File: src/engine_rpm_torque_step_defines.svh
// ----------------------------------------------------------------------------
// engine_rpm_torque_step_defines.svh
// Assertion macros shared by the engine speed model RTL.
// ----------------------------------------------------------------------------
`ifndef ENGINE_RPM_TORQUE_STEP_DEFINES_SVH
`define ENGINE_RPM_TORQUE_STEP_DEFINES_SVH

// Same-cycle implication, checked outside reset
`define ERTS_ASSERT_IMPLY(label, clock, reset, ante, cons) \
  label: assert property (@(posedge clock) disable iff (reset) (ante) |-> (cons)) \
    else $error("erts assertion failed");

// Next-cycle implication, checked outside reset
`define ERTS_ASSERT_NEXT(label, clock, reset, ante, cons) \
  label: assert property (@(posedge clock) disable iff (reset) (ante) |=> (cons)) \
    else $error("erts assertion failed");

`endif

File: src/erts_pkg.sv
// ----------------------------------------------------------------------------
// erts_pkg
// Types and constants of the fixed-point engine speed model.
// ----------------------------------------------------------------------------
package erts_pkg;

  // Field widths
  localparam int RPM_W    = 17;
  localparam int TORQUE_W = 16;
  localparam int DT_W     = 16;
  localparam int THR_W    = 9;
  localparam int CFG_W    = 16;
  localparam int CFG_IDX_W = 2;

  // Register indexes
  localparam logic [CFG_IDX_W-1:0] REG_PEAK_TORQUE   = 2'd0;
  localparam logic [CFG_IDX_W-1:0] REG_FRICTION_COEF = 2'd1;
  localparam logic [CFG_IDX_W-1:0] REG_BASE_INERTIA  = 2'd2;
  localparam logic [CFG_IDX_W-1:0] REG_LOAD_INERTIA  = 2'd3;

  // Register reset values
  localparam logic [CFG_W-1:0] PEAK_TORQUE_RST   = 16'd4800;
  localparam logic [CFG_W-1:0] FRICTION_COEF_RST = 16'd655;
  localparam logic [CFG_W-1:0] BASE_INERTIA_RST  = 16'd256;
  localparam logic [CFG_W-1:0] LOAD_INERTIA_RST  = 16'd256;

  // Speed breakpoints, 1/16 rpm
  localparam logic [RPM_W-1:0] RPM_MIN     = 17'd12800;
  localparam logic [RPM_W-1:0] RPM_MAX     = 17'd112000;
  localparam logic [RPM_W-1:0] RAMP_END    = 17'd16000;
  localparam logic [RPM_W-1:0] PLATEAU_END = 17'd88000;
  localparam logic [15:0]      RAMP_BASE   = 16'd1600;

  // x/10 = (x*52429) >> 19 and x/5 = (x*52429) >> 18, exact for 16-bit x
  localparam logic [15:0] RECIP10 = 16'd52429;

  // 60/(2*pi) in Q16
  localparam int GAIN_W = 20;
  localparam logic [GAIN_W-1:0] RPM_GAIN_Q16 = 20'd625823;

  // Serial arithmetic unit sizes
  localparam int MUL_A_W = 32;
  localparam int MUL_B_W = 20;
  localparam int DIV_D_W = 16;
  localparam int DIV_Q_W = 18;

  typedef struct packed {
    logic              req_type;
    logic [DT_W-1:0]   step_dt;
    logic [THR_W-1:0]  throttle;
    logic [RPM_W-1:0]  rpm_value;
  } req_t;

  typedef struct packed {
    logic [RPM_W-1:0]           rpm_out;
    logic signed [TORQUE_W-1:0] torque_out;
  } rsp_t;

endpackage

File: src/erts_mul.sv
// ----------------------------------------------------------------------------
// erts_mul
// Radix-4 serial shift-add multiplier; finishes once the multiplier
// operand has shifted out to zero.
// ----------------------------------------------------------------------------
module erts_mul import erts_pkg::*; #(
  parameter int A_W = MUL_A_W,
  parameter int B_W = MUL_B_W
) (
  input  logic                 clk,
  input  logic                 rst,
  input  logic                 start,
  input  logic [A_W-1:0]       a,
  input  logic [B_W-1:0]       b,
  output logic                 done,
  output logic [A_W+B_W-1:0]   product
);

  localparam int P_W = A_W + B_W;

  logic           busy;
  logic [B_W-1:0] b_sh;
  logic [P_W-1:0] a1_sh;
  logic [P_W-1:0] a3_sh;
  logic [P_W-1:0] acc;
  logic [P_W-1:0] addend;

  // partial product for the current 2-bit digit
  always_comb begin
    unique case (b_sh[1:0])
      2'd0:    addend = '0;
      2'd1:    addend = a1_sh;
      2'd2:    addend = a1_sh << 1;
      default: addend = a3_sh;
    endcase
  end

  // shift-add sequence
  always_ff @(posedge clk) begin
    if (rst) begin
      busy <= 1'b0;
    end else if (start) begin
      busy  <= 1'b1;
      b_sh  <= b;
      a1_sh <= P_W'(a);
      a3_sh <= P_W'(a) + (P_W'(a) << 1);
      acc   <= '0;
    end else if (busy) begin
      if (b_sh == '0) begin
        busy <= 1'b0;
      end else begin
        acc   <= acc + addend;
        a1_sh <= a1_sh << 2;
        a3_sh <= a3_sh << 2;
        b_sh  <= b_sh >> 2;
      end
    end
  end

  assign done    = busy && (b_sh == '0);
  assign product = acc;

endmodule

File: config.mk
export PLATFORM = sky130hd
export DESIGN_NAME = erts_mul
export DESIGN_NICKNAME = d
export VERILOG_FILES = /design/src/engine_rpm_torque_step_defines.svh /design/src/erts_pkg.sv /design/src/erts_mul.sv
export SDC_FILE = /design/constraint.sdc
export NUM_CORES = 1
export LEC_CHECK = 0
export BUFFER_PORTS_ARGS = -buffer_cell sky130_fd_sc_hd__clkbuf_2
export CAP_MARGIN = 20
export CORE_MARGIN = 3
export CORE_UTILIZATION = 30
export DETAILED_ROUTE_END_ITERATION = 12
export GPL_ROUTABILITY_DRIVEN = 0
export PLACE_DENSITY = 0.57
export SLEW_MARGIN = 5
export SYNTH_ARGS = -nofsm -noshare
export SYNTH_HDL_FRONTEND = slang
export SYNTH_SLANG_ARGS = --single-unit
File: constraint.sdc
create_clock -name clk -period 12.91 [get_ports clk]
set_input_delay 1.291 -clock clk [delete_from_list [all_inputs] [get_ports clk]]
set_output_delay 1.291 -clock clk [all_outputs]
set_load 0.05 [all_outputs]
Yosys cells after proc, flatten, opt, wreduce, memory -nomap -nowiden
Index checks and enable logic that the tools add are counted.

operators by class
  add/subtract/negate cells = 2
  div/mod/pow operators = 0
  magnitude comparators = 0
  multiply operators = 0
  reductions and logical operators = 5
  shift operators = 0
  muxes and demuxes = 15
  equal/unequal tests = 3
  bitwise operators = 1

operator list
  operator                                              count
  two-way mux 52 bit                                    7
  one-hot mux 52 bit (3 select lines)                   1
  two-way mux 20 bit                                    3
  adder 52 bit                                          1
  adder 32 x 33 -> 34 bit                               1
  two-way mux 32 bit                                    1
  zero test 20 bit                                      1
  two-way mux 1 bit                                     3
  AND reduction 3 bit                                   1
  equality test 2 x 1 -> 1 bit (second input constant)  1
  equality test 2 bit (second input constant)           1
  zero test 2 bit                                       1
  != test 2 bit (second input constant)                 1
  nonzero test 2 bit                                    1
  logical AND 1 bit                                     1
  inverter 1 bit                                        1

storage, ports and cells
  bits of input ports = 55
  output and inout bits = 53
  bits in registers = 177
  word-level logic and storage cells = 32
  bits in read-only memories = 0
  bits in latches = 0
  memories = 0
  memory bits (writable) = 0

Logic depth before layout (Yosys ltp)
Gate-level depths: netlist of run 1.

  depth in word-level cells = 5
  gate-level depth with buffers = 16
  depth with buffers taken out = 12

Worst setup path before layout of run 1
OpenSTA, ideal clock, no wires.

  path type = input port to flip-flop
  start = in start
  end = reg a1_sh[0], enable pin
  path buffers = 1
  data arrival time = 9.987 ns
  required time = 12.140 ns
  stages = 3
  setup time = 0.770 ns
  setup slack = 2.153 ns
  cells stage by stage = clkinv_1 -> clkbuf_1 -> a21oi_1

between the ends
  longest elaborated chain between the ends = 2
  elaborated cells on any way between the ends = 3
  classes of those cells = eq/ne (1); reduce/logical (2)

ends and longest elaborated chain
  item                                                                         RTL line        RTL
  start: declaration                                                           erts_mul.sv:12  input logic start,
  != test 2 bit (no source line) / nonzero test 2 bit (equally long branches)  -
  AND reduction 3 bit (no source line) *                                       -
  end signal: assignment                                                       erts_mul.sv:45  a1_sh <= P_W'(a);
  end signal: assignment                                                       erts_mul.sv:53  a1_sh <= a1_sh << 2;
  end: declaration                                                             erts_mul.sv:23  logic [P_W-1:0] a1_sh;

Every way passes the cells marked *; elsewhere a longest branch is shown, timed or not.
A chain may end at the register's enable or synchronous reset.

Worst setup path after layout of run 1
  start = reg b_sh[1]
  end = reg acc[48] (netlist: product[48]), data pin

between the ends
  longest elaborated chain between the ends = 5
  elaborated cells on any way between the ends = 7
  classes of those cells = add/sub (1); eq/ne (2); mux (3); reduce/logical (1)

ends and longest elaborated chain
  item                                               RTL line        RTL
  start: declaration                                 erts_mul.sv:22  logic [B_W-1:0] b_sh;
  start signal: assignment                           erts_mul.sv:55  b_sh <= b_sh >> 2;
  equality test 2 bit, or another cell as far along  erts_mul.sv:30  unique case (b_sh[1:0])
  one-hot mux 52 bit (3 select lines) *              erts_mul.sv:30
  adder 52 bit *                                     erts_mul.sv:52  acc <= acc + addend;
  two-way mux 52 bit *                               erts_mul.sv:49  if (b_sh == '0) begin
  two-way mux 52 bit *                               erts_mul.sv:48  end else if (busy) begin
  end signal: assignment                             erts_mul.sv:52
  end: declaration                                   erts_mul.sv:25  logic [P_W-1:0] acc;

Every way passes the cells marked *; elsewhere a longest branch is shown, timed or not. The select of a mux whose other input is x is not followed.

==> results.json, run 1 <==
{
  "multiInputGateArea_mm2": 0.00703,
  "pin_count": 108,
  "start_util_pct": 30.7,
  "synth_edf_count": 175,
  "rows": 74,
  "finalSetupViolCount": 0,
  "core_area_mm2": 0.0412,
  "finalHoldViolations": 0,
  "grt_antenna_before_repair": 0,
  "syn_nets": 1332,
  "clockBufferDepth": 2,
  "grt_overflow_total": 0,
  "drive_above_1_share_pct": 22.5,
  "yosysWarningCount": 0,
  "place_area_mm2": 0.0136,
  "path_clk_slew_ns": 0.08,
  "postCtsSetupBuffers": 0,
  "port_buffers": 107,
  "hold_depth": 1,
  "synth_area_per_cell_um2": 10.6,
  "p_sw_share_pct": 36.0,
  "viasPerCell": 5.21,
  "drtPass1Iterations": 5,
  "synth_compound_area_share_pct": 19.0,
  "track_usage_pct": 14.0,
  "tightest_slew_ns": 0.888,
  "drv_slew": 0,
  "drt-initial-drc-count": 607,
  "ant_nets": 0,
  "async_flop_share_pct": 0,
  "critPathCaptureType": "flop",
  "finClkSkew_ns": 0.0167,
  "ys_ff_latch": 176,
  "synthAdderAreaFrac_pct": 9.13,
  "layout_common_cells": "edfxtp_1, mux2_2, clkbuf_2, a21oi_1, nor2_1",
  "htree_levels": 4,
  "setup_tns_ns": 0,
  "fmax_mhz": 214,
  "grt_pass1_vias": 9228,
  "setup_ws_ns": 8.23,
  "cts_hold_buf": 0,
  "fillCellCount": 4114,
  "num_vias": 9343,
  "p_switching_mw": 0.674,
  "arrival_ns": 4.87,
  "layout_min_cycle_time_ns": 4.68,
  "cts-root-buf": "clkbuf_16",
  "clockPowerShare_pct": 27.1,
  "rrSetupSlack_ns": 8.23,
  "dieArea_mm2": 0.0446,
  "dp_slack_ns": 8.07,
  "hold_start": "a3_sh[47]",
  "grt_pass1_wl_mm": 50.0,
  "antennaDiodeCount": 0,
  "regArea_mm2": 0.00528,
  "die_y_um": 211,
  "r2r-start": "b_sh[1]",
  "drt-wirelength-per-cell_um": 17.6,
  "dp_hpwl_mm": 23.2,
  "synth_xor_area_share_pct": 4.99,
  "synth_top_family_by_area": "compound AO/OA/AOI/OAI gates",
  "drc": 0,
  "cts_sinks": 176,
  "cts_tree": "done",
  "routed_wl_mm": 31.5,
  "synth_mux_area_share_pct": 10.8,
  "critPathRequiredTime_ns": 13.10,
  "start_kind": "flop",
  "num-nets-final": 1394,
  "final_common_cell": "edfxtp_1",
  "r2r_end": "product[48]",
  "cts_resized": 0,
  "final_area_mm2": 0.0142,
  "synth_ff_type": "edfxtp_1",
  "syn_to_final_growth_pct": 12.5,
  "critical_path.max_fanout": 53,
  "maxSlewHeadroom_pct": 40.8,
  "leakage_nw": 5.67,
  "yosys.area_share.simple_pct": 11.6,
  "synthesis.area_mm2": 0.0126,
  "die_w_um": 211,
  "hp-class": "reg -> reg",
  "synthDistinctLibCells": 70,
  "synthCells": 1186,
  "grt_max_degree": 156,
  "p_int_mw": 1.20,
  "critical_path_class": "reg -> reg",
  "irDropWorstVdd_v": 0.0000950,
  "cts_buffers": 17,
  "fin_crit_sh_pct": 36.2,
  "min_to": "a3_sh[49]",
  "seq_power_share_pct": 39.5,
  "power_frac_comb_pct": 33.5,
  "rsz0062_at_grt": "false",
  "yosysSeqAreaShare_pct": 41.8,
  "clk_latency_ns": 0.44,
  "status": "completed",
  "p_per_area_mw_per_mm2": 132,
  "worst_r2r_path_depth": 14,
  "drv_cap": 0,
  "total_power_mw": 1.87
}
cells by family (layout without fill, tap and decap cells):
| group | after synthesis | in the layout |
|---|---|---|
| compound gates | 342 | 342 |
| xor+xnor | 72 | 72 |
| fa+ha+maj | 91 | 91 |
| buf+inv | 89 | 164 |
| flops | 176 | 176 |
| mux | 121 | 121 |
| simple gates | 295 | 295 |
routing by layer:
metal	GRT usage, %	routed length [um]	part of all wire [%]	vias up
met2	22.5	14600	46	181
met1	19.8	15300	49	4521
li1	-	-	-	4620
met5	0	0	0	-
met3	2.36	1220	3.9	21
met4	2.98	310	0.98	0
Yosys cell counts (all sizes together) (6+ instances only):
cell type    n  area share (%)
mux2       121              11
o21ai       45             1.8
o31ai        6            0.44
ha          89             8.8
nor2b       48             2.4
buf          8            0.29
o211ai       7            0.56
a211oi      11            0.73
xnor2       43             3.0
nor3        15            0.68
nor2        92             2.7
nand4       24             1.2
clkbuf      61             1.8
inv         19            0.56
nand3       14            0.55
a22o        50             3.5
nand2       60             1.8
o21a        11            0.65
a21oi       97             3.8
o21bai      13            0.77
a31oi        7            0.35
a21o        56             3.3
edfxtp     175              42
xor2        29             2.0
and2        12            0.59
and3        10            0.50
worst max-delay path by stage:
| stage | start | endpoint | depth (start not counted) |
|---|---|---|---|
| after floorplan | start | a1_sh[0] | 3 |
| after global placement | start | a1_sh[51] | 4 |
| after detailed placement | start | a3_sh[51] | 4 |
| after CTS | b_sh[1] | product[48] | 14 |
| after global routing | b_sh[1] | product[47] | 14 |
| final | b_sh[1] | product[48] | 14 |
final cells by class:
type / instances / share of cell area, %
Inverter: 20 / 0.528
Clock inverter: 15 / 0.995
Timing Repair Buffer: 112 / 4.17
Tap cell: 532 / 4.68
Multi-Input combinational cell: 921 / 49.5
Clock buffer: 17 / 2.99
Sequential cell: 176 / 37.1
power by group through the flow:
| stage | Clock, mW | Sequential, mW | Combinational (mW) |
|---|---|---|---|
| 6_report | 0.508 | 0.740 | 0.628 |
| 5_1_grt | 0.541 | 0.745 | 0.691 |
| 4_1_cts | 0.520 | 0.740 | 0.628 |
| 3_5_place_dp | 0 | 0.752 | 0.624 |
| 3_3_place_gp | 0 | 0.752 | 0.622 |
| 2_1_floorplan | 0 | 0.814 | 0.422 |
worst max-delay path: stages (launching register included):
cell,delay (ns)
edfxtp_1,0.33
buf_4,0.57
nor2b_4,0.27
buf_4,0.48
a22o_1,0.25
ha_1,0.28
a21o_1,0.22
a221oi_2,0.41
o21a_1,0.22
a211oi_2,0.10
o31ai_2,0.42
nor4b_2,0.10
nor2_1,0.24
o41a_1,0.19
mux2_1,0.31
per-stage QoR:
| step | utilization, % | hold slack (ns) | cells |
|---|---|---|---|
| 6_report | 34.5 | 0.554 | 1793 |
| 3_3_place_gp | 33.1 | 0.537 | 1761 |
| 3_5_place_dp | 33.1 | 0.547 | 1761 |
| 4_1_cts | 34.5 | 0.557 | 1793 |
| 5_1_grt | 34.5 | 0.587 | 1793 |
| 2_1_floorplan | - | 0.482 | 1186 |
state kept, by name, indices dropped and copies added (netlist names):
signal,flops
busy,1
product,52
b_sh,20
a3_sh,51
a1_sh,52
Note: power is estimated with default switching activity, not from simulation.
==> run 2: changes to the inputs <==
==> constraint.sdc (replaced) <==
create_clock -name clk -period 4.31 [get_ports clk]
set_input_delay 0.431 -clock clk [delete_from_list [all_inputs] [get_ports clk]]
set_output_delay 0.431 -clock clk [all_outputs]
set_load 0.05 [all_outputs]
==> run 2 against run 1 <==
Non-clock buffer count rose by 10. Combinational power rose to 3.0 times the previous value. Total power rose to 3.1 times the previous value. Critical path depth fell by 1. Cell count rose by 0.56%. Clock power rose to 3.4 times the previous value. First-iteration DRC count rose by 12%. Worst hold slack got worse by 0.35 ns. Global-route usage rose by 0.38 points. Clock skew fell by 0.0028 ns. Register-to-register slack got worse by 7.9 ns. Die area did not move. Critical path type unchanged. Largest cell class unchanged.
==> results.json, run 2 (synthesis gave the netlist of run 1 again) <==
{
  "multiInputGateArea_mm2": 0.00703,
  "top_layer_used": "met4",
  "htree_levels": 4,
  "p_switching_mw": 2.01,
  "fillCellCount": 4127,
  "status": "completed",
  "path_delay_family": "simple AND/OR/NAND/NOR gates",
  "critical_path_class": "reg -> reg",
  "viasPerCell": 5.20,
  "cp_cell_sequence": "buf_12 -> nor2b_4 -> buf_6 -> a22o_1 -> ha_1 -> nand4_1 -> or2_2 -> a211oi_2 -> o31ai_2 -> nor4b_2 -> nor2_1 -> o41a_1 -> mux2_1",
  "place_area_mm2": 0.0137,
  "ant_nets": 0,
  "cts_buffers": 17,
  "maxSlewHeadroom_pct": 45.6,
  "routed_wl_mm": 32.0,
  "finClkSkew_ns": 0.0139,
  "drc": 0,
  "power_frac_comb_pct": 32.6,
  "cts-root-buf": "clkbuf_16",
  "wl_met1_mm": 15.5,
  "final_cell_count_no_fill": 1803,
  "fin_crit_sh_pct": 92.7,
  "num-nets-final": 1404,
  "p_sw_share_pct": 34.4,
  "critPathSlowestCell": "edfxtp_1",
  "rsz0062_at_grt": "false",
  "leakage_nw": 5.76,
  "hp-class": "in -> reg",
  "num_vias": 9375,
  "path_clk_slew_ns": 0.08,
  "clockPowerShare_pct": 29.5,
  "fin_util_pct": 34.9,
  "clockBufferDepth": 2,
  "die_y_um": 211,
  "finalHoldViolations": 0,
  "final_common_cell": "edfxtp_1",
  "layout_common_cells": "edfxtp_1, mux2_2, clkbuf_2, a21oi_1, nor2_1",
  "regArea_mm2": 0.00528,
  "setup_tns_ns": 0,
  "port_buffers": 107,
  "clk_latency_ns": 0.45,
  "dp_hpwl_mm": 24.3,
  "drv_slew": 0,
  "drtPass1Iterations": 5,
  "drive_above_1_share_pct": 23.1,
  "wl_met3_mm": 1.27,
  "start_kind": "flop",
  "arrival_ns": 4.18,
  "dp_slack_ns": 0.267,
  "layout_min_cycle_time_ns": 4.00,
  "critical_path.max_fanout": 27,
  "fmax_mhz": 250,
  "drt-wirelength-per-cell_um": 17.8,
  "p_int_mw": 3.84,
  "core_area_mm2": 0.0412,
  "critPathRequiredTime_ns": 4.50,
  "cts_tree": "done",
  "dieArea_mm2": 0.0446,
  "tightest_slew_ns": 0.815,
  "p_per_area_mw_per_mm2": 406,
  "cpPeakStageDelay_ns": 0.43,
  "total_power_mw": 5.85,
  "track_usage_pct": 14.3,
  "antennaDiodeCount": 0,
  "cts_sinks": 176,
  "setup_ws_ns": 0.313,
  "grt_overflow_total": 0,
  "grt_antenna_before_repair": 0,
  "critPathCaptureType": "flop",
  "final_area_mm2": 0.0144,
  "timing.hold.ws_ns": 0.199,
  "place_inst": 1771,
  "start_util_pct": 30.7,
  "route.met2.wl_mm": 14.6,
  "grt_pass1_wl_mm": 51.0,
  "rows": 74,
  "die_w_um": 211,
  "grt_pass1_vias": 9369,
  "syn_to_final_growth_pct": 14.0,
  "pin_count": 108,
  "irDropWorstVdd_v": 0.000292,
  "crit_buf_inv": 2,
  "seq_power_share_pct": 37.9,
  "drt-initial-drc-count": 681,
  "grt_max_degree": 82,
  "drv_cap": 0,
  "finalSetupViolCount": 0
}
run 2: cell count changes in the layout (fill, tap and decap cells not counted), moves of 2 or more:
| cell | change |
|---|---|
| buf_12 | +2 |
| buf_4 | +7 |
| bufinv_16 | +4 |
| inv_6 | -2 |
| clkinv_4 | -3 |
run 2: worst paths after layout:
kind	to	startpoint	depth (start not counted)	slack, ns
max reg2reg	product[48]	b_sh[1]	13	0.31
max	product[48]	b_sh[1]	13	0.31
min reg2reg	a3_sh[43]	a3_sh[41]	1	0.56
min	busy	rst	2	0.20
run 2: power by group through the flow:
stage          clock network (mW)  logic [mW]  registers (mW)
6_report                     1.72        1.91            2.22
3_3_place_gp                    0        1.89            2.26
4_1_cts                      1.77        1.91            2.22
3_5_place_dp                    0        1.90            2.25
5_1_grt                      1.83        2.10            2.24
2_1_floorplan                   0        1.27            2.41
run 2: layout make-up:
| type | count | share of cell area (%) |
|---|---|---|
| clock buffer | 18 | 2.98 |
| clock inverter | 14 | 1.56 |
| inverter | 20 | 0.521 |
| multi-input combinational | 921 | 48.8 |
| sequential | 176 | 36.6 |
| tap | 532 | 4.62 |
| timing repair buffer | 122 | 4.83 |
run 2: what timing repair did:
item,in CTS,in global routing
endpoints found under the setup margin,0,2
hold endpoints to repair,0,0
resized for setup,0,1
setup buffers,0,0
hold buffers,0,0
run 2: per-layer routing:
| layer | vias up | track usage (%) |
|---|---|---|
| met1 | 4521 | 20.0 |
| li1 | 4638 | - |
| met3 | 31 | 2.60 |
| met5 | - | 0 |
| met2 | 185 | 22.7 |
| met4 | 0 | 4.50 |
==> run 3: changes to the inputs <==
--- a/config.mk
+++ b/config.mk
@@ -12,6 +12,7 @@
 export DETAILED_ROUTE_END_ITERATION = 12
 export GPL_ROUTABILITY_DRIVEN = 0
 export PLACE_DENSITY = 0.57
+export REMOVE_ABC_BUFFERS = 1
 export SLEW_MARGIN = 5
 export SYNTH_ARGS = -nofsm -noshare
 export SYNTH_HDL_FRONTEND = slang
==> run 3 against run 2 <==
Sequential share of layout area increased by 0.051 points. Non-clock buffer count decreased by 2. Die area unchanged. Clock-buffer cell count increased by 1. Largest cell class unchanged.
==> results.json, run 3 (synthesis gave the netlist of run 1 again) <==
{
  "routed_wl_mm": 32.9,
  "layout_common_cells": "edfxtp_1, mux2_2, clkbuf_2, a21oi_1, nor2_1",
  "cts_buffers": 17,
  "num_vias": 9409,
  "grt_antenna_before_repair": 0,
  "grt_overflow_total": 0,
  "drv_cap": 0,
  "grt_max_degree": 173,
  "crit_buf_inv": 2,
  "core_area_mm2": 0.0412,
  "dp_slack_ns": 0.230,
  "grt_pass1_wl_mm": 52.0,
  "clk_latency_ns": 0.46,
  "track_usage_pct": 14.8,
  "finClkSkew_ns": 0.0159,
  "ant_nets": 0,
  "cp_cell_sequence": "buf_12 -> nor2b_4 -> buf_4 -> a22o_1 -> ha_1 -> a21oi_1 -> nand2_1 -> o31ai_1 -> a211oi_2 -> o31ai_2 -> nor4b_2 -> nor2_1 -> o41a_1 -> mux2_1",
  "maxSlewHeadroom_pct": 35.7,
  "cpPeakStageDelay_ns": 0.42,
  "timing.hold.ws_ns": 0.184,
  "path_delay_family": "compound AO/OA/AOI/OAI gates",
  "setup_tns_ns": 0,
  "die_w_um": 211,
  "status": "completed",
  "antennaDiodeCount": 0,
  "num-nets-final": 1402,
  "tightest_slew_ns": 0.965,
  "fin_crit_sh_pct": 93.8,
  "finalSetupViolCount": 0,
  "syn_to_final_growth_pct": 13.8,
  "finalHoldViolations": 0,
  "grt_pass1_vias": 9336,
  "setup_ws_ns": 0.266,
  "cts_tree": "done",
  "fmax_mhz": 247,
  "clockBufferDepth": 2,
  "layout_min_cycle_time_ns": 4.04,
  "pin_count": 108,
  "rows": 74,
  "drt-initial-drc-count": 512,
  "critical_path.max_fanout": 28,
  "final_common_cell": "edfxtp_1",
  "drv_slew": 0,
  "critPathCaptureType": "flop",
  "start_util_pct": 30.7,
  "arrival_ns": 4.25,
  "path_clk_slew_ns": 0.07,
  "drc": 0,
  "drive_above_1_share_pct": 22.6,
  "rsz0062_at_grt": "false",
  "port_buffers": 107,
  "leakage_nw": 5.74,
  "place_area_mm2": 0.0137,
  "irDropWorstVdd_v": 0.000286,
  "total_power_mw": 5.89,
  "dp_hpwl_mm": 24.3,
  "viasPerCell": 5.23,
  "cts_hold_buf": 0,
  "drtPass1Iterations": 5,
  "start_kind": "flop",
  "die_y_um": 211,
  "critPathRequiredTime_ns": 4.51,
  "cts-root-buf": "clkbuf_16",
  "p_per_area_mw_per_mm2": 410,
  "drt-wirelength-per-cell_um": 18.3,
  "critical_path_class": "reg -> reg",
  "cts_sinks": 176,
  "rrSetupSlack_ns": 0.27,
  "htree_levels": 4,
  "hp-class": "in -> reg",
  "critPathSlowestCell": "o31ai_2",
  "final_area_mm2": 0.0144,
  "dieArea_mm2": 0.0446
}
run 3: cell types whose count changed in the layout (fill, tap and decap cells not counted), sizes merged:
cell	before	now
buf	16	14
bufinv	4	6
clkinv	4	5
clkbuf	124	125
clkinvlp	1	2
inv	25	19
run 3: metal layers:
metal	vias to the layer above	share of wire (%)	wire [um]	track usage, %
met1	4516	48	15700	20.6
met4	0	1.5	488	4.06
met3	28	4.8	1560	3.03
li1	4642	-	-	-
met2	223	46	15200	23.7
met5	-	0	0	0
run 3: layout make-up:
cell class | instances | area, um2
Sequential cell | 176 | 5280
Tap cell | 532 | 666
Inverter | 20 | 75.1
Timing Repair Buffer | 120 | 677
Clock buffer | 19 | 433
Clock inverter | 12 | 215
Fill cell | 4160 | 26800
Multi-Input combinational cell | 921 | 7040
run 3: per-stage QoR:
step	utilization [%]	cells
after floorplan	-	1117
after global placement	33.3	1769
after detailed placement	33.3	1769
after CTS	34.9	1800
after global routing	34.9	1800
final	34.9	1800
run 3: timing repair:
item                                    4_1_cts  5_1_grt
setup buffers                                 0        0
endpoints found under the setup margin        0        1
gates resized for setup                       0        1
run 3: final timing paths:
kind                  start     endpoint  cells past startpoint
hold / removal          rst         busy                      2
hold reg to reg   a3_sh[35]    a3_sh[37]                      1
setup reg to reg    b_sh[1]  product[48]                     14
setup / recovery    b_sh[1]  product[48]                     14
run 3: power breakdown:
| part | internal, mW | switching [mW] |
|---|---|---|
| logic | 0.736 | 1.16 |
| registers | 2.10 | 0.118 |
| clock network | 1.08 | 0.695 |
