--- src/engine_rpm_torque_step_defines.svh ---
// ----------------------------------------------------------------------------
// engine_rpm_torque_step_defines.svh
// Assertion macros shared by the engine speed model RTL.
// ----------------------------------------------------------------------------
`ifndef ENGINE_RPM_TORQUE_STEP_DEFINES_SVH
`define ENGINE_RPM_TORQUE_STEP_DEFINES_SVH

// Same-cycle implication, checked outside reset
`define ERTS_ASSERT_IMPLY(label, clock, reset, ante, cons) \
  label: assert property (@(posedge clock) disable iff (reset) (ante) |-> (cons)) \
    else $error("erts assertion failed");

// Next-cycle implication, checked outside reset
`define ERTS_ASSERT_NEXT(label, clock, reset, ante, cons) \
  label: assert property (@(posedge clock) disable iff (reset) (ante) |=> (cons)) \
    else $error("erts assertion failed");

`endif

--- src/erts_pkg.sv ---
// ----------------------------------------------------------------------------
// erts_pkg
// Types and constants of the fixed-point engine speed model.
// ----------------------------------------------------------------------------
package erts_pkg;

  // Field widths
  localparam int RPM_W    = 17;
  localparam int TORQUE_W = 16;
  localparam int DT_W     = 16;
  localparam int THR_W    = 9;
  localparam int CFG_W    = 16;
  localparam int CFG_IDX_W = 2;

  // Register indexes
  localparam logic [CFG_IDX_W-1:0] REG_PEAK_TORQUE   = 2'd0;
  localparam logic [CFG_IDX_W-1:0] REG_FRICTION_COEF = 2'd1;
  localparam logic [CFG_IDX_W-1:0] REG_BASE_INERTIA  = 2'd2;
  localparam logic [CFG_IDX_W-1:0] REG_LOAD_INERTIA  = 2'd3;

  // Register reset values
  localparam logic [CFG_W-1:0] PEAK_TORQUE_RST   = 16'd4800;
  localparam logic [CFG_W-1:0] FRICTION_COEF_RST = 16'd655;
  localparam logic [CFG_W-1:0] BASE_INERTIA_RST  = 16'd256;
  localparam logic [CFG_W-1:0] LOAD_INERTIA_RST  = 16'd256;

  // Speed breakpoints, 1/16 rpm
  localparam logic [RPM_W-1:0] RPM_MIN     = 17'd12800;
  localparam logic [RPM_W-1:0] RPM_MAX     = 17'd112000;
  localparam logic [RPM_W-1:0] RAMP_END    = 17'd16000;
  localparam logic [RPM_W-1:0] PLATEAU_END = 17'd88000;
  localparam logic [15:0]      RAMP_BASE   = 16'd1600;

  // x/10 = (x*52429) >> 19 and x/5 = (x*52429) >> 18, exact for 16-bit x
  localparam logic [15:0] RECIP10 = 16'd52429;

  // 60/(2*pi) in Q16
  localparam int GAIN_W = 20;
  localparam logic [GAIN_W-1:0] RPM_GAIN_Q16 = 20'd625823;

  // Serial arithmetic unit sizes
  localparam int MUL_A_W = 32;
  localparam int MUL_B_W = 20;
  localparam int DIV_D_W = 16;
  localparam int DIV_Q_W = 18;

  typedef struct packed {
    logic              req_type;
    logic [DT_W-1:0]   step_dt;
    logic [THR_W-1:0]  throttle;
    logic [RPM_W-1:0]  rpm_value;
  } req_t;

  typedef struct packed {
    logic [RPM_W-1:0]           rpm_out;
    logic signed [TORQUE_W-1:0] torque_out;
  } rsp_t;

endpackage

--- src/erts_div.sv ---
// ----------------------------------------------------------------------------
// erts_div
// Restoring divider, one quotient bit per cycle. The high part of the
// dividend must already be below the divisor.
// ----------------------------------------------------------------------------
module erts_div import erts_pkg::*; #(
  parameter int D_W = DIV_D_W,
  parameter int Q_W = DIV_Q_W
) (
  input  logic           clk,
  input  logic           rst,
  input  logic           start,
  input  logic [D_W-1:0] num_hi,
  input  logic [Q_W-1:0] num_lo,
  input  logic [D_W-1:0] den,
  output logic           done,
  output logic [Q_W-1:0] quot
);

  localparam int CNT_W = $clog2(Q_W + 1);

  logic             busy;
  logic [CNT_W-1:0] cnt;
  logic [D_W-1:0]   rem;
  logic [Q_W-1:0]   q_sh;
  logic [D_W:0]     trial;
  logic [D_W:0]     diff;
  logic             ge;

  // trial subtraction for the next bit
  always_comb begin
    trial = {rem, q_sh[Q_W-1]};
    diff  = trial - {1'b0, den};
    ge    = (trial >= {1'b0, den});
  end

  // quotient bits shift in as dividend bits shift out
  always_ff @(posedge clk) begin
    if (rst) begin
      busy <= 1'b0;
      cnt  <= '0;
    end else if (start) begin
      busy <= 1'b1;
      cnt  <= CNT_W'(Q_W);
      rem  <= num_hi;
      q_sh <= num_lo;
    end else if (busy) begin
      if (cnt == '0) begin
        busy <= 1'b0;
      end else begin
        rem  <= ge ? diff[D_W-1:0] : trial[D_W-1:0];
        q_sh <= {q_sh[Q_W-2:0], ge};
        cnt  <= cnt - 1'b1;
      end
    end
  end

  assign done = busy && (cnt == '0);
  assign quot = q_sh;

endmodule

--- config.mk ---
export PLATFORM = sky130hd
export DESIGN_NAME = erts_div
export DESIGN_NICKNAME = d
export VERILOG_FILES = /design/src/engine_rpm_torque_step_defines.svh /design/src/erts_pkg.sv /design/src/erts_div.sv
export SDC_FILE = /design/constraint.sdc
export NUM_CORES = 1
export LEC_CHECK = 0
export BUFFER_PORTS_ARGS = -buffer_cell sky130_fd_sc_hd__buf_2
export CAP_MARGIN = 20
export CORE_MARGIN = 2
export CORE_UTILIZATION = 41
export CTS_CLUSTER_DIAMETER = 120
export DETAILED_ROUTE_END_ITERATION = 8
export PLACE_DENSITY = 0.73
export RECOVER_POWER = 25
export SYNTH_ARGS = -nofsm -noshare
export SYNTH_HDL_FRONTEND = slang
export SYNTH_SLANG_ARGS = --single-unit
export TNS_END_PERCENT = 20
--- constraint.sdc ---
create_clock -name clk -period 9.55 [get_ports clk]
set_input_delay 1.91 -clock clk [delete_from_list [all_inputs] [get_ports clk]]
set_output_delay 1.91 -clock clk [all_outputs]
set_load 0.02 [all_outputs]
== Yosys cells after proc, flatten, opt, wreduce, memory -nomap -nowiden ==
Cells that the tools add are included.
Word-level totals
  flip-flop bits (word level): 40
  output and inout bits: 19
Cells by class
  $add $sub $neg: 2
  order comparisons: 1
  equality and inequality tests: 1
  mux-type cells: 13
  bitwise gates (word level): 2
  reductions and logical operators: 7
Operator list (count)
  $mux 16: 4
  $mux 18: 3
  $ge 17x16->1: 1
  $sub 16x16->16: 1
  $mux 5: 3
  $logic_not 5->1: 1
  $sub 5x1->5 const B: 1
  $reduce_and 2->1: 2
  $mux 1: 3
  $reduce_and 3->1: 1
  $ne 2x2->1 const B: 1
  $not 1->1: 2
  $reduce_bool 2->1: 1
  $reduce_or 2->1: 1
  $logic_and 1x1->1: 1

== Logic depth before layout (Yosys ltp) ==
Gate-level depths: netlist of run 1.
  depth in word-level cells: 5
  gate-level depth with buffers: 10

== Least setup slack after synthesis of run 1 ==
Ideal clock, no wire load.
  path type: input to register
  start point: in start
  end point: reg q_sh[0], in the netlist quot[0] (enable)
  data arrival time: 3.976 ns
  data required time: 9.113 ns
  slack: 5.137 ns
  cell stages on the path: 3
  path through: clkinv_1 > clkbuf_1 > a21oi_1
Between the ends
  word-level cells in the longest chain between the ends: 2
  elaborated cells between the ends (all ways): 3
  those cells by class: eq/ne (1); reduce/logical (2)
Ends and longest elaborated chain
  start, declared: line erts_div.sv:12  | input logic start,
  $ne 2x2->1 (no line) / $reduce_bool 2->1 (equally long branches)
  $reduce_and 3->1 (no line) *
  end signal, assigned: line erts_div.sv:46  | q_sh <= num_lo;
  end signal, assigned: line erts_div.sv:52  | q_sh <= {q_sh[Q_W-2:0], ge};
  end, declared: line erts_div.sv:25  | logic [Q_W-1:0] q_sh;
Mark *: on every way between the ends. The rest lies on a longest branch, timed or not.
A chain may end at the register's enable or synchronous reset.

== Worst setup path in the final report of run 1 ==
  start point: in start
  end point: reg q_sh[4], in the netlist quot[4] (enable)
Same word-level chain as after synthesis.

==> results of run 1 <==
cells by family after synthesis:
logic type | after synthesis | share of synthesized area, %
flops | 40 | 40.6
compound gates | 74 | 21.2
simple gates | 64 | 11.4
fa+ha+maj | 18 | 8.27
buf+inv | 32 | 5.20
mux | 23 | 9.03
xor+xnor | 14 | 4.36
power groups by stage:
stage | registers, uW | clock network (uW) | logic [uW]
floorplan | 225 | 0 | 116
global placement | 220 | 0 | 156
detailed placement | 220 | 0 | 159
CTS | 216 | 138 | 160
global route | 218 | 143 | 180
finish | 216 | 133 | 163
worst max-delay path by stage:
stage           from                 end  slack [ps]  depth (start not counted)
2_1_floorplan  start   quot[0]$_DFFE_PP_        5140                          3
3_3_place_gp   start  quot[11]$_DFFE_PP_        4870                          4
3_5_place_dp   start  quot[11]$_DFFE_PP_        4840                          4
4_1_cts        start  quot[17]$_DFFE_PP_        5160                          4
5_1_grt        start  quot[15]$_DFFE_PP_        3180                          5
6_report       start   quot[4]$_DFFE_PP_        3630                          5
state kept, by name, summed over array words and instances, names as in the netlist:
register  count
busy          1
cnt           5
quot         18
rem          16
stage by stage:
step	hold slack, ps	total power [uW]	util [%]	worst slack (ps)
after detailed placement	526	379	48.0	4840
after CTS	548	513	49.6	5160
after global placement	532	375	48.0	4870
final	545	512	49.7	3630
after global routing	559	540	49.7	3180
after floorplan	503	341	-	5140
cells in the mapped netlist (2+ instances only):
cell	number	share of area [%]
o211ai_1	2	0.53
mux2_2	19	7.6
xnor2_1	6	1.9
a21oi_1	18	3.2
a21o_1	9	2.4
clkbuf_1	4	0.53
nor3_1	6	1.1
a211oi_1	2	0.53
dfxtp_1	6	4.3
a221o_1	3	1.1
o21ai_1	2	0.36
nand2_1	14	1.9
ha_1	17	7.6
or3_1	2	0.44
o21ai_0	10	1.8
buf_1	2	0.27
nand3_1	14	2.5
o311ai_2	5	2.9
buf_6	3	1.2
mux2i_1	4	1.4
inv_1	21	2.8
nor2_1	12	1.6
a31oi_1	5	1.1
xor2_1	8	2.5
a211o_1	2	0.62
nand2b_1	3	0.67
and3_1	4	0.89
o31ai_1	3	0.80
and2_1	3	0.67
edfxtp_1	34	36
layout make-up:
class / instances / area [um^2] / share of cell area [%]
multi-input cells: 193 / 1540 / 46.0
inverters: 22 / 82.6 / 2.47
flip-flops and latches: 40 / 1140 / 34.1
well taps: 80 / 100 / 3.00
clock inverters: 2 / 15.0 / 0.449
clock buffers: 6 / 93.8 / 2.81
repair buffers: 74 / 372 / 11.1
worst max-delay path, delay by kind of cell:
family	cells	cell delay, ps
AO/OA/AOI/OAI	1	530
buffers and inverters	4	3450
per-layer routing:
metal / track usage [%] / share of wire, % / routed length (um)
met5: 0 / 0 / 0
met4: 5.82 / 1.5 / 97
met3: 5.24 / 8.6 / 545
met2: 28.3 / 48 / 3030
met1: 22.9 / 42 / 2670
==> summary.txt, run 1 <==
GRT
  – First-pass GRT wire length: 10.5 mm
  – Number of global-route vias before repair: 2275
  – Gr usage total: 17.7%
  – Total gr overflow: 0
  – Initial antenna violation count: 0
  – Largest net degree at the start of global routing: 51

CTS
  – CTS buffer count: 5
  – Clock sinks: 40
  – CTS clk-pin slew, worst paths: 90 ps
  – H-tree levels: 2
  – Root Driver: clkbuf_8
  – Post-CTS sizing: 0
  – Worst-skew pair later-pin latency: 300 ps
  – Setup bufs post-CTS: 0
  – TritonCTS clock tree: done
  – Post-CTS Hold Buffers: 0
  – Deepest clock path buffer count: 2

Pwr
  – Internal Power: 347 uW
  – Comb power frac: 31.8%
  – Power per cell area: 153 nW/um^2
  – Register share of total power: 42.2%
  – P_sw: 165 uW
  – Sw Share: 32.3%
  – Clock power frac: 26.0%
  – Leakage Power: 0.00141 uW
  – VDD IR-drop max: 126 uV

Yosys
  – Yosys cell types: 52
  – Dominant synthesized flop cell: edfxtp_1
  – Syn Nets: 336
  – Yosys warning count: 0
  – Cells after Synth: 265
  – Post-Syn Area: 2810 um^2
  – Flops & latches, synth: 40
  – Sequential area share after synthesis: 40.6%
  – Average cell area after synthesis: 10.6 um^2
  – Post-synth ARST share: 0%
  – Number of flops mapped to enable cells by yosys: 34

Route
  – Vias after detailed routing: 2333
  – Routed wire length: 6.35 mm
  – First drt pass iteration count: 5
  – DR DRC count: 0
  – Vias per cell: 5.59
  – Avg WL per Cell: 15.2 um
  – Starting DRC count in detailed routing: 169
  – ANT nets after route: 0

STA
  – Final Slew Violations: 51
  – Final Hold Fails: 0
  – Clock Skews: 7.98 ps
  – Setup TNS Final: 0 ps
  – Final period util: 62.0%
  – Final setup violation count: 0
  – Headroom to the max-slew limit: -62.9%
  – Period minus WS final: 5920 ps
  – Worst-Margin Slew: 2440 ps
  – Peak Freq: 169 MHz
  – RSZ-0062 raised after global routing: no

Setup path
  – Critical path class: in -> reg
  – CP max stage cell: clkbuf_1
  – Worst Path Required: 9550 ps
  – Endpoint type of the worst setup path: flip-flop
  – Worst R2R End: rem[10]$_DFFE_PP_
  – R2R setup slack: 6670 ps
  – Cells along the critical path: buf_2 > clkbuf_1 > clkinv_1 > a21oi_4 > buf_12
  – Depth of the worst register-to-register path: 10
  – Critical path launch point type: input port
  – Launch point of the worst reg-to-reg path: quot[17]$_DFFE_PP_
  – Crit Path Max Fanout: 50
  – Data arrival time of the critical path: 5920 ps
  – Critical path's largest stage delay: 1730 ps

Worst hold path
  – Hold crit path type: reg -> reg
  – Hold path start: cnt[3]$_SDFFE_PP0P_
  – Hold endpoint: cnt[3]$_SDFFE_PP0P_
  – Hold Path Stages: 2

Finish
  – Share of cells above drive strength 1: 29.1%
  – Nets@finish: 407
  – Fill cells: 648
  – Layout area overhead: 18.8%
  – Ant. Diodes: 0
  – Commonest non-fill, non-tap cell in the layout: buf_2
  – Final instance area: 3340 um^2
  – Most frequent cells in the layout: buf_2, edfxtp_1, inv_1
  – Post-Layout Cell Count: 417

Floorplan
  – DIE HEIGHT: 86.8 um
  – Io pins: 72
  – Row cnt: 30
  – DIE WIDTH: 86.8 um
  – Die area: 7540 um^2
  – Total core area: 6720 um^2
  – Starting Density: 41.9%

Outcome
  – Violated checks: max-capacitance violations, max-slew violations
  – Status: finished, violations left

Placement
  – Dpl cell area: 3220 um^2
  – DPL Wire Length: 4.54 mm
  – GP Congestion: 0.849
  – Placed cells: 407
  – IO buf count: 71

Flow run
  – Max_cap viols: 1
No activity file was read; power rests on OpenSTA's default activity.
==> run 2: changes to the inputs <==
--- a/config.mk
+++ b/config.mk
@@ -5,13 +5,14 @@
 export SDC_FILE = /design/constraint.sdc
 export NUM_CORES = 1
 export LEC_CHECK = 0
+export ABC_AREA = 1
 export BUFFER_PORTS_ARGS = -buffer_cell sky130_fd_sc_hd__buf_2
 export CAP_MARGIN = 20
 export CORE_MARGIN = 2
 export CORE_UTILIZATION = 41
 export CTS_CLUSTER_DIAMETER = 120
 export DETAILED_ROUTE_END_ITERATION = 8
-export PLACE_DENSITY = 0.73
+export PLACE_DENSITY = 0.75
 export RECOVER_POWER = 25
 export SYNTH_ARGS = -nofsm -noshare
 export SYNTH_HDL_FRONTEND = slang
==> constraint.sdc (replaced) <==
create_clock -name clk -period 5 [get_ports clk]
set_input_delay 1 -clock clk [delete_from_list [all_inputs] [get_ports clk]]
set_output_delay 1 -clock clk [all_outputs]
set_load 0.02 [all_outputs]
==> run 2 against run 1 <==
  * The flow now finishes without violations
  * Sequential power is 91% higher
  * Count of clock-buffer cells in the layout stayed put
  * Total power is 95% higher
==> summary.txt, run 2 <==
STA
  – RSZ-0062 raised after global routing: no
  – Final Hold Fails: 0 (unchanged)
  – Worst-Margin Slew: 1420 ps (-1020 ps)
  – Clock Skews: 1.29 ps (-6.69 ps)
  – Final Slew Violations: 0 (-100%)
  – Final period util: 58.8%
  – Period minus WS final: 2940 ps
  – Final WS setup: 2060 ps (-1570 ps)
  – Peak Freq: 340 MHz
  – Headroom to the max-slew limit: 5.22% (+68 points)
  – Setup TNS Final: 0 ps (unchanged)
  – Final setup violation count: 0 (unchanged)

Finish
  – Util after Layout: 49.8% (about the same)
  – Post-Layout Cell Count: 614 (+47%)
  – Nets@finish: 585 (+44%)
  – Layout area overhead: 16.7%
  – Commonest non-fill, non-tap cell in the layout: nand2_1
  – Share of cells above drive strength 1: 17.3% (-12 points)
  – Area of the multi-input gates: 1650 um^2 (+7.5%)
  – Ant. Diodes: 0 (unchanged)
  – Most frequent cells in the layout: nand2_1, inv_1, buf_2
  – Fill cells: 719 (+11%)
  – Seq. cell area: 1140 um^2 (unchanged)
  – Largest register FFs: 18 (unchanged)

Yosys
  – Post-synth ARST share: 0% (unchanged)
  – Yosys top cell by area: edfxtp_1
  – Yosys cell types: 32 (-38%)
  – Cell with the most instances after synthesis: nand2_1
  – Post-synth top cells: nand2_1, inv_1, edfxtp_1
  – Post-Syn Area: 3120 um^2 (+11%)
  – Cells after Synth: 445 (+68%)
  – Number of flops mapped to enable cells by yosys: 34 (unchanged)
  – Dominant synthesized flop cell: edfxtp_1
  – Top cells by area, synth: edfxtp_1, nand2_1, inv_1, ha_1, nand3_1
  – Flops & latches, synth: 40 (unchanged)
  – Syn Nets: 516 (+54%)
  – Average cell area after synthesis: 7.02 um^2 (-34%)
  – Top cell type's share of synthesized area: 32.7% (-3.6 points)
  – Yosys warning count: 0 (unchanged)
  – Sequential area share after synthesis: 36.5% (-4.0 points)

Pwr
  – VDD IR-drop max: 289 uV (+130%)
  – Power per cell area: 274 nW/um^2 (+79%)
  – Leakage Power: 0.00192 uW (+36%)
  – Final Total Pwr: 998 uW (+95%)

Setup path
  – Critical path launch point type: input port
  – Crit Path Max Fanout: 36 (-28%)
  – Data arrival time of the critical path: 2940 ps (-2980 ps)
  – Number of cells on the critical path: 4 (-1)
  – Endpoint type of the worst setup path: flip-flop
  – Worst Path Required: 5000 ps (-4550 ps)
  – Critical path's largest stage delay: 1010 ps (-720 ps)
  – Cells along the critical path: clkbuf_1 > inv_1 > a21oi_1 > buf_12
  – Critical path class: in -> reg
  – Depth of the worst register-to-register path: 13 (+3)
  – CP max stage cell: clkbuf_1
  – Family with the most delay on the worst path: buffers and inverters
  – Crit path buffers/inverters: 3 (-1)

Route
  – ANT nets after route: 0 (unchanged)
  – DR DRC count: 0 (unchanged)
  – Starting DRC count in detailed routing: 190 (+12%)
  – First drt pass iteration count: 4 (-1)
  – Vias after detailed routing: 2959 (+27%)
  – Routed wire length: 7.22 mm (+14%)
  – Avg WL per Cell: 11.8 um (-23%)
  – Vias per cell: 4.82 (-14%)

Flow run
  – Max_cap viols: 0 (-1)

Placement
  – GP Congestion: 0.963 (+13%)
  – DPL Wire Length: 5.76 mm (+27%)
  – Placed cells: 605 (+49%)
  – Pre-CTS setup slack: 1940 ps (-2900 ps)
  – IO buf count: 71 (unchanged)

CTS
  – TritonCTS clock tree: done
  – Clock sinks: 40 (unchanged)
  – Post-CTS Hold Buffers: 0 (unchanged)
  – Deepest clock path buffer count: 2 (unchanged)
  – Root Driver: clkbuf_8
  – Worst-skew pair later-pin latency: 290 ps (about the same)
  – Post-CTS sizing: 0 (unchanged)
  – H-tree levels: 2 (unchanged)
  – CTS buffer count: 5 (unchanged)
  – Setup bufs post-CTS: 0 (unchanged)
  – CTS clk-pin slew, worst paths: 70 ps (-20 ps)

GRT
  – Largest net degree at the start of global routing: 39 (-24%)
  – Total gr overflow: 0 (unchanged)
  – First-pass GRT wire length: 12.0 mm (+14%)
  – Number of global-route vias before repair: 2760 (+21%)
  – Gr usage total: 17.8% (+0.055 points)
  – Initial antenna violation count: 0 (unchanged)

Floorplan
  – DIE HEIGHT: 91.3 um (+5.1%)
  – Starting Density: 42.6% (+0.74 points)
  – Total core area: 7330 um^2 (+9.1%)
  – Row cnt: 31 (+3.3%)
  – Io pins: 72 (unchanged)
  – Die area: 8330 um^2 (+11%)
  – DIE WIDTH: 91.3 um (+5.1%)

Outcome
  – Status: finished, final reports clean

Worst hold path
  – Hold crit path type: reg -> reg
  – Hold Path Stages: 2 (unchanged)
run 2: cell types whose count changed after synthesis, sizes merged, moves of 10 or more:
cell    change
nand3b     +12
inv        +49
nand3      +20
mux2       -19
nand2     +187
o21ai      -10
run 2: metrics by stage:
stage	area (um^2)	hold slack (ps)
3_5_place_dp	3550	458
6_report	3650	475
4_1_cts	3660	470
2_1_floorplan	3120	442
3_3_place_gp	3550	458
5_1_grt	3650	488
run 2: cell type report:
class	instances	area share (%)
multi-input cells	324	45.3
flip-flops and latches	40	31.3
repair buffers	73	9.85
inverters	70	7.20
well taps	99	3.40
clock buffers	6	1.99
clock inverters	2	0.961
run 2: worst paths after layout:
| path | start | end | slack, ps |
|---|---|---|---|
| worst max-delay path | start | quot[12]$_DFFE_PP_ | 2060 |
| worst min-delay path | cnt[0]$_SDFFE_PP0P_ | cnt[0]$_SDFFE_PP0P_ | 470 |
| worst max register to register | rem[12]$_DFFE_PP_ | rem[13]$_DFFE_PP_ | 2630 |
| worst min register to register | cnt[0]$_SDFFE_PP0P_ | cnt[0]$_SDFFE_PP0P_ | 470 |
run 2: where the power goes:
group          total [uW]  switching (uW)  internal [uW]
Combinational         327             206            121
Sequential            412            15.4            397
Clock                 259             111            148
run 2: tightest hold or removal path, cell delays in order (launching register included):
cell	delay [ps]
dfxtp_1	310
nand2_1	60
a21oi_1	60
run 2: kinds of logic (layout without fill, tap and decap cells):
family | Yosys count | count (layout) | share of synthesized area, %
flip-flops | 40 | 40 | 36.5
adder cells (fa/ha/maj) | 18 | 18 | 7.45
AND/OR/NAND/NOR | 281 | 281 | 40.4
XOR/XNOR | 7 | 7 | 1.96
buffers and inverters | 81 | 151 | 10.6
AO/OA/AOI/OAI | 18 | 18 | 3.12
run 2: metal layers:
| layer | routed length (um) | track usage, % | vias up |
|---|---|---|---|
| met2 | 3520 | 30.7 | 82 |
| li1 | - | - | 1536 |
| met1 | 3180 | 22.7 | 1330 |
| met4 | 124 | 6.44 | 0 |
| met3 | 389 | 2.32 | 11 |
| met5 | 0 | 0 | - |
==> run 3: changes to the inputs <==
--- a/config.mk
+++ b/config.mk
@@ -5,14 +5,14 @@
 export SDC_FILE = /design/constraint.sdc
 export NUM_CORES = 1
 export LEC_CHECK = 0
-export ABC_AREA = 1
+export ABC_AREA = 0
 export BUFFER_PORTS_ARGS = -buffer_cell sky130_fd_sc_hd__buf_2
 export CAP_MARGIN = 20
 export CORE_MARGIN = 2
 export CORE_UTILIZATION = 41
 export CTS_CLUSTER_DIAMETER = 120
 export DETAILED_ROUTE_END_ITERATION = 8
-export PLACE_DENSITY = 0.75
+export PLACE_DENSITY = 0.76
 export RECOVER_POWER = 25
 export SYNTH_ARGS = -nofsm -noshare
 export SYNTH_HDL_FRONTEND = slang
==> constraint.sdc (replaced) <==
create_clock -name clk -period 2.5 [get_ports clk]
set_input_delay 0.5 -clock clk [delete_from_list [all_inputs] [get_ports clk]]
set_output_delay 0.5 -clock clk [all_outputs]
set_load 0.02 [all_outputs]
==> run 3 against run 2 <==
  * The flow now finishes with violations (negative setup slack)
  * Cell area increased by 2.3%
  * Largest power group unchanged
  * Largest cell class unchanged
  * Flip-flop and latch count unchanged
  * Non-clock buffer count increased by 41
  * Routed wire length decreased by 6.1%
==> summary.txt, run 3 (same netlist as run 1, synthesis figures left out) <==
Outcome
  – Status: finished, violations left
  – Violated checks: negative setup slack

Finish
  – Share of cells above drive strength 1: 39.5% (+22 points)
  – Ant. Diodes: 0 (unchanged)
  – Commonest non-fill, non-tap cell in the layout: buf_2
  – Post-Layout Cell Count: 457 (-26%)
  – Most frequent cells in the layout: buf_2, buf_4, edfxtp_1
  – Final instance area: 3730 um^2 (+2.3%)
  – Nets@finish: 447 (-24%)
  – Largest register FFs: 18 (unchanged)
  – Fill cells: 600 (-17%)
  – Layout area overhead: 32.6%

Floorplan
  – Starting Density: 41.9% (-0.74 points)
  – Die area: 7540 um^2 (-9.5%)
  – DIE HEIGHT: 86.8 um (-4.9%)
  – Total core area: 6720 um^2 (-8.3%)
  – Io pins: 72 (unchanged)
  – Row cnt: 30 (-3.2%)
  – DIE WIDTH: 86.8 um (-4.9%)

Setup path
  – R2R setup slack: -80 ps (-2710 ps)
  – Depth of the worst register-to-register path: 10 (-3)
  – Endpoint type of the worst setup path: flip-flop
  – Data arrival time of the critical path: 2600 ps (-340 ps)
  – Launch point of the worst reg-to-reg path: quot[17]$_DFFE_PP_
  – Worst Path Required: 2530 ps (-2470 ps)
  – Critical path launch point type: flip-flop
  – Worst R2R End: rem[8]$_DFFE_PP_
  – Critical path class: reg -> reg
  – Crit Path Max Fanout: 2 (-94%)

STA
  – Final period util: 103%
  – Peak Freq: 388 MHz
  – Final Hold Fails: 0 (unchanged)
  – Final setup violation count: 4 (+4)
  – Clock Skews: 3.02 ps (+1.73 ps)
  – Headroom to the max-slew limit: 63.9% (+59 points)
  – Hold slack final: 484 ps (+8.76 ps)
  – Worst-Margin Slew: 541 ps (-880 ps)
  – RSZ-0062 raised after global routing: yes
  – Final WS setup: -75.0 ps (-2130 ps)
  – Period minus WS final: 2580 ps
  – Final Slew Violations: 0 (unchanged)

GRT
  – Initial antenna violation count: 0 (unchanged)
  – Largest net degree at the start of global routing: 50 (+28%)
  – First-pass GRT wire length: 11.0 mm (-8.6%)
  – Total gr overflow: 0 (unchanged)
  – Gr usage total: 18.2% (+0.49 points)
  – Number of global-route vias before repair: 2495 (-9.6%)

Placement
  – Dpl cell area: 3520 um^2 (-0.92%)
  – IO buf count: 71 (unchanged)
  – DPL Wire Length: 4.95 mm (-14%)
  – GP Congestion: 0.906 (-5.9%)
  – Pre-CTS setup slack: -388 ps (-2330 ps)
  – Placed cells: 445 (-26%)

Worst hold path
  – Hold endpoint: busy$_SDFF_PP0_
  – Hold path start: rst
  – Hold Path Stages: 2 (unchanged)
  – Hold crit path type: in -> reg

Route
  – DR DRC count: 0 (unchanged)
  – Avg WL per Cell: 14.8 um (+26%)
  – Vias per cell: 5.38 (+12%)
  – ANT nets after route: 0 (unchanged)
  – Routed wire length: 6.78 mm (-6.1%)
  – Starting DRC count in detailed routing: 99 (-48%)
  – Vias after detailed routing: 2458 (-17%)
  – First drt pass iteration count: 4 (unchanged)

Pwr
  – Power per cell area: 574 nW/um^2 (+110%)
  – Final Total Pwr: 2140 uW (+110%)
  – Leakage Power: 0.00163 uW (-15%)
  – VDD IR-drop max: 326 uV (+13%)

CTS
  – TritonCTS clock tree: done
  – H-tree levels: 2 (unchanged)
  – CTS buffer count: 5 (unchanged)
  – CTS clk-pin slew, worst paths: 80 ps (about the same)
  – Deepest clock path buffer count: 2 (unchanged)
  – Root Driver: clkbuf_8
  – Worst-skew pair later-pin latency: 290 ps (about the same)
  – Clock sinks: 40 (unchanged)
  – Post-CTS Hold Buffers: 0 (unchanged)

Flow run
  – Max_cap viols: 0 (unchanged)
-- run 3: repair_timing --
item                                   CTS  global route
endpoints found under the hold margin    0             0
setup endpoints to repair               15             9
buffers inserted                         2             1
gates resized for setup                  8             7
pin swaps                                7             2
-- run 3: area by class of cell --
| class | instances | area [um^2] | share of cell area (%) |
|---|---|---|---|
| inverter | 22 | 82.6 | 2.21 |
| clock buffer | 6 | 82.6 | 2.21 |
| multi-input combinational | 193 | 1600 | 42.9 |
| clock inverter | 2 | 33.8 | 0.905 |
| timing repair buffer | 114 | 689 | 18.5 |
| sequential | 40 | 1140 | 30.6 |
| tap | 80 | 100 | 2.68 |
-- run 3: worst max-delay path by stage --
stage | start | depth (start not counted) | end
finish | quot[17]$_DFFE_PP_ | 10 | rem[8]$_DFFE_PP_
global route | quot[17]$_DFFE_PP_ | 10 | rem[8]$_DFFE_PP_
CTS | quot[17]$_DFFE_PP_ | 10 | rem[8]$_DFFE_PP_
detailed placement | den[8] | 10 | rem[10]$_DFFE_PP_
global placement | den[0] | 10 | rem[10]$_DFFE_PP_
floorplan | quot[17]$_DFFE_PP_ | 10 | rem[10]$_DFFE_PP_
-- run 3: metrics by stage --
stage               TNS [ps]  util, %
floorplan               -695        -
global placement       -3870     52.4
detailed placement     -4470     52.4
CTS                    -67.0     54.9
global route            -684     55.5
finish                  -199     55.5
-- run 3: critical path: stages (launching register included) --
cell and delay, ps:
edfxtp_1 420, inv_2 80, ha_1 150, inv_1 50, fa_2 340, a211o_1 320, a221o_1 350, a21o_1 180
a21oi_2 140, xor2_1 190, o311ai_2 90
-- run 3: power breakdown --
part | switching, uW | internal [uW] | total [uW] | leakage, uW
logic | 388 | 370 | 757 | 0.00119
clock network | 237 | 322 | 558 | 0.0000588
registers | 31.4 | 796 | 828 | 0.000372
-- run 3: routing by layer --
layer | GRT usage, % | vias up | part of all wire (%)
li1 | - | 1223 | -
met1 | 21.8 | 1134 | 43
met2 | 31.7 | 87 | 48
met3 | 4.86 | 14 | 7.4
met4 | 5.97 | 0 | 1.7
met5 | 0 | - | 0
